## config.mk

```make
export PLATFORM = sky130hd
export DESIGN_NAME = ipid_ram
export DESIGN_NICKNAME = d
export VERILOG_FILES = /design/src/rtl/core/ipid_ram.sv
export SDC_FILE = /design/constraint.sdc
export NUM_CORES = 1
export LEC_CHECK = 0
export BUFFER_PORTS_ARGS = -buffer_cell sky130_fd_sc_hd__buf_2
export CAP_MARGIN = 20
export CORE_MARGIN = 3
export CORE_UTILIZATION = 25
export DETAILED_ROUTE_END_ITERATION = 8
export PLACE_DENSITY = 0.47
export SETUP_SLACK_MARGIN = 0.05
export SLEW_MARGIN = 20
export SYNTH_ARGS = -nofsm -noshare
export SYNTH_HDL_FRONTEND = slang
export SYNTH_SLANG_ARGS = --single-unit
```

## constraint.sdc

```tcl
create_clock -name clk -period 2.2 [get_ports clk]
set_input_delay 0.44 -clock clk [delete_from_list [all_inputs] [get_ports clk]]
set_output_delay 0.44 -clock clk [all_outputs]
set_load 0.005 [all_outputs]
```

## src/rtl/core/ipid_ram.sv

```systemverilog
// ----------------------------------------------------------------------------
// ipid_ram
// simple dual-port ram, one write and one registered read port, read-first
// ----------------------------------------------------------------------------
module ipid_ram #(
    parameter int WIDTH = 8,
    parameter int DEPTH = 2,
    localparam int AW   = (DEPTH > 1) ? $clog2(DEPTH) : 1
) (
    input  logic             clk,
    input  logic             we,
    input  logic [AW-1:0]    waddr,
    input  logic [WIDTH-1:0] wdata,
    input  logic             re,
    input  logic [AW-1:0]    raddr,
    output logic [WIDTH-1:0] rdata
);

    logic [WIDTH-1:0] mem [DEPTH];
    logic [WIDTH-1:0] rdata_reg;

    always_ff @(posedge clk)
    begin
        if (we)
        begin
            mem[waddr] <= wdata;
        end
        if (re)
        begin
            rdata_reg <= mem[raddr];
        end
    end

    assign rdata = rdata_reg;

endmodule

```

Word level (Yosys, flattened, before mapping)
Memory sizes are Yosys's and may differ from the RTL's. A register that Yosys moved wholly into a read port is not among the register bits.
Index checks and enable logic that the tools add are counted.
{"block": "classes", "n_addsub": 0, "mul": 0, "n_div": 0, "n_lt_le_gt_ge": 0, "n_eq_ne": 0, "shifts": 0, "mux": 2, "bitwise": 0, "n_reduce_logical": 0}
{"operator": "1-bit two-way mux", "count": 2}
{"block": "totals", "ff_bits": 0, "latch_bits": 0, "ram_bits": 16, "mem_bits_ro": 0, "in_bits": 13, "out_inout_bits": 8, "wordCells": 3, "n_memories": 1}
{"name": "mem", "depth": 2, "width": 8, "read_ports": 1, "rd_clocked_by_memory_dff": 1, "write_ports": 1, "line": "19", "source": "logic [WIDTH-1:0] mem [DEPTH];"}

Longest topological paths before layout
{"block": "depth", "depth_word": 2, "depth_mapped": 2, "mapped_depth_nobuf": 1}

Worst setup path before layout
Ideal clock, no wire load.
{"block": "synth_path", "path_kind": "input -> register", "start": "in we", "end": "mem mem[0][0] (enable)", "setup_ps": 373, "arrival_time_ps": 860, "required_ps": 1827, "setup_slack_ps": 967, "path_stages": 1, "n_path_buf": 0, "cell_sequence": "nor2b_1"}
{"block": "synth_between", "elab_chain_cells": 2}
{"element": "from (decl)", "line": "11", "source": "input logic we,"}
{"element": "1-bit two-way mux", "line": "24", "source": "if (we)"}
{"element": "1-bit two-way mux (implied by the code)", "line": "26", "source": "mem[waddr] <= wdata;"}
{"element": "to (decl)", "line": "19"}
No other way between the ends.

Worst setup path after layout
{"block": "layout_path", "start": "reg rdata_reg[3] (netlist: rdata[3]), read port of mem", "end": "out rdata[3]"}
{"element": "from (decl)", "line": "20", "source": "logic [WIDTH-1:0] rdata_reg;"}
{"element": "to (decl)", "line": "16", "source": "output logic [WIDTH-1:0] rdata"}
No word-level cell between the ends.

==> results.json <==
{
  "run_status": "finished clean",
  "clock_sinks": 24,
  "grt_max_degree": 13,
  "grt_pass1_wl_mm": 1.77,
  "die-area_mm2": 0.00420,
  "clockBufferDepth": 2,
  "die_y_um": 64.8,
  "ys_ff_latch": 24,
  "fin_util": 0.324,
  "skew_ns": 0.000413,
  "crit_arrival_ns": 0.81,
  "num-fill-cells": 314,
  "vdd_drop_max_mv": 0.203,
  "std_cell_rows": 20,
  "routed_via_density": 3.67,
  "synthXorXnorAreaFrac": 0,
  "synth_cell_types": 5,
  "cts_inserted_buffers": 3,
  "synthAdderAreaFrac": 0,
  "fin_area_mm2": 0.00103,
  "cts_htree_levels": 1,
  "synth_mux_area_frac": 0.139,
  "die_w_um": 64.8,
  "syn_avg_cell_area_um2": 24.7,
  "final_hold_viol_count": 0,
  "max-slew-margin-rel": 0.560,
  "critPathLaunchType": "register",
  "insertion_delay_ns": 0.30,
  "max_freq_mhz": 800,
  "cpPeakStageDelay_ns": 0.38,
  "wire_per_inst_um": 11.1,
  "power_density_mw_per_mm2": 762,
  "cts.clk_slew.worst_paths_ns": 0.11,
  "ys_warn_count": 0,
  "postCtsSetupBuffers": 0,
  "netlist_instances": 35,
  "routed_wl_mm": 1.12,
  "period_needed_ns": 1.25,
  "largest_reg_flops": 16,
  "grt_pass1_vias": 369,
  "gp_congestion": 0.583,
  "setup-tns-final_ns": 0,
  "synth_top_family_by_area": "multiplexers",
  "antenna_found_initial": 0,
  "syn_to_final_growth_pct": 19.2,
  "nets": 72,
  "post-route-drc-count": 0,
  "critPathBufInv": 1,
  "path_delay_family": "flip-flops",
  "ant_nets": 0,
  "grt_overflow_total": 0,
  "placed_area_mm2": 0.00101,
  "initial_core_util": 0.272,
  "io_buffers": 20,
  "yosys.area_share.simple": 0.0145,
  "leakagePower_nw": 0.391,
  "drive_gt1_frac": 0.544,
  "diodes": 0,
  "tightestPinTransition_ns": 0.658,
  "io_pins": 21,
  "criticalPathCategory": "register to output pin",
  "rsz0062_at_grt": "false",
  "crit_fanout": 1,
  "slew_violations": 0,
  "track_usage": 0.0590,
  "cts-root-buf": "clkbuf_4",
  "vias": 371,
  "yosysSeqAreaShare": 0.834,
  "maxCapViolCount": 0,
  "drt_pre_antenna_iters": 3,
  "syn_nets": 48,
  "cts_repair_resize_count": 0,
  "synth.top_cell.area_share": 0.834,
  "critical_path.slowest_cell": "edfxtp_1",
  "crit_path_end_kind": "output pin",
  "post-route-period-util": 0.568,
  "cts_hold_buf": 0,
  "setup_violations": 0,
  "hold_class": "primary input to register",
  "whs_ns": 0.324,
  "cts_tree": "done",
  "synth.area.top_cells": "edfxtp_1 (83%), mux2_4 (14%), buf_6 (1.3%)",
  "cp_cell_sequence": "buf_2",
  "required_ns": 1.76,
  "yosys.area.top_type": "edfxtp_1",
  "syn_area_um2": 865,
  "coreArea_mm2": 0.00318,
  "synth_compound_area_frac": 0,
  "first_iter_violations": 7
}
[layout by cell type (no fill, tap or decap), drive strengths merged]
cell,n
and2,1
nor2b,1
clkbuf,3
mux2,8
buf,20
edfxtp,24
[synthesized netlist by cell type]
cell type,number
and2_1,1
buf_6,1
edfxtp_1,24
mux2_4,8
nor2b_1,1
[report_power, final]
group          total [mW]  internal [mW]  leakage [nW]  switching, mW
logic              0.0594         0.0346         0.149         0.0249
clock network       0.180         0.0638        0.0138          0.116
registers           0.546          0.539         0.228        0.00694
[kinds of logic after synthesis]
family,count (synthesis)
flip-flops,24
multiplexers,8
AND/OR/NAND/NOR,2
buffers and inverters,1
[path summary, 6_finish.rpt]
path              slack, ns             endpoint           startpoint  depth (start not counted)
hold reg to reg        0.56   rdata[4]$_DFFE_PP_  mem[1][4]$_DFFE_PP_                          1
setup / recovery       0.95             rdata[3]   rdata[3]$_DFFE_PP_                          1
setup reg to reg       1.30   rdata[6]$_DFFE_PP_  mem[0][6]$_DFFE_PP_                          1
hold / removal         0.32  mem[0][7]$_DFFE_PP_             wdata[7]                          1
[cell type report]
type	count	area (µm²)	share of cell area
clock buffer	3	22.5	0.0218
multi-input combinational	10	133	0.129
sequential	24	721	0.699
tap	44	55.1	0.0534
timing repair buffer	20	100	0.0971
[metrics by stage]
step	std cells	setup WS, ns	power, mW
final	101	0.950	0.785
after global routing	101	0.886	0.819
after CTS	101	0.930	0.797
after detailed placement	98	0.732	0.619
after global placement	98	0.752	0.618
after floorplan	35	0.967	0.589
[routing by layer]
| metal | track usage | part of all wire | up-vias | wire length, µm |
|---|---|---|---|---|
| met3 | 0.0225 | 0.063 | 4 | 71 |
| li1 | - | - | 181 | - |
| met5 | 0 | 0 | - | 0 |
| met2 | 0.0932 | 0.48 | 15 | 534 |
| met4 | 0.0396 | 0.022 | 0 | 25 |
| met1 | 0.0653 | 0.44 | 171 | 492 |
Note: power is estimated with default switching activity, not from simulation.
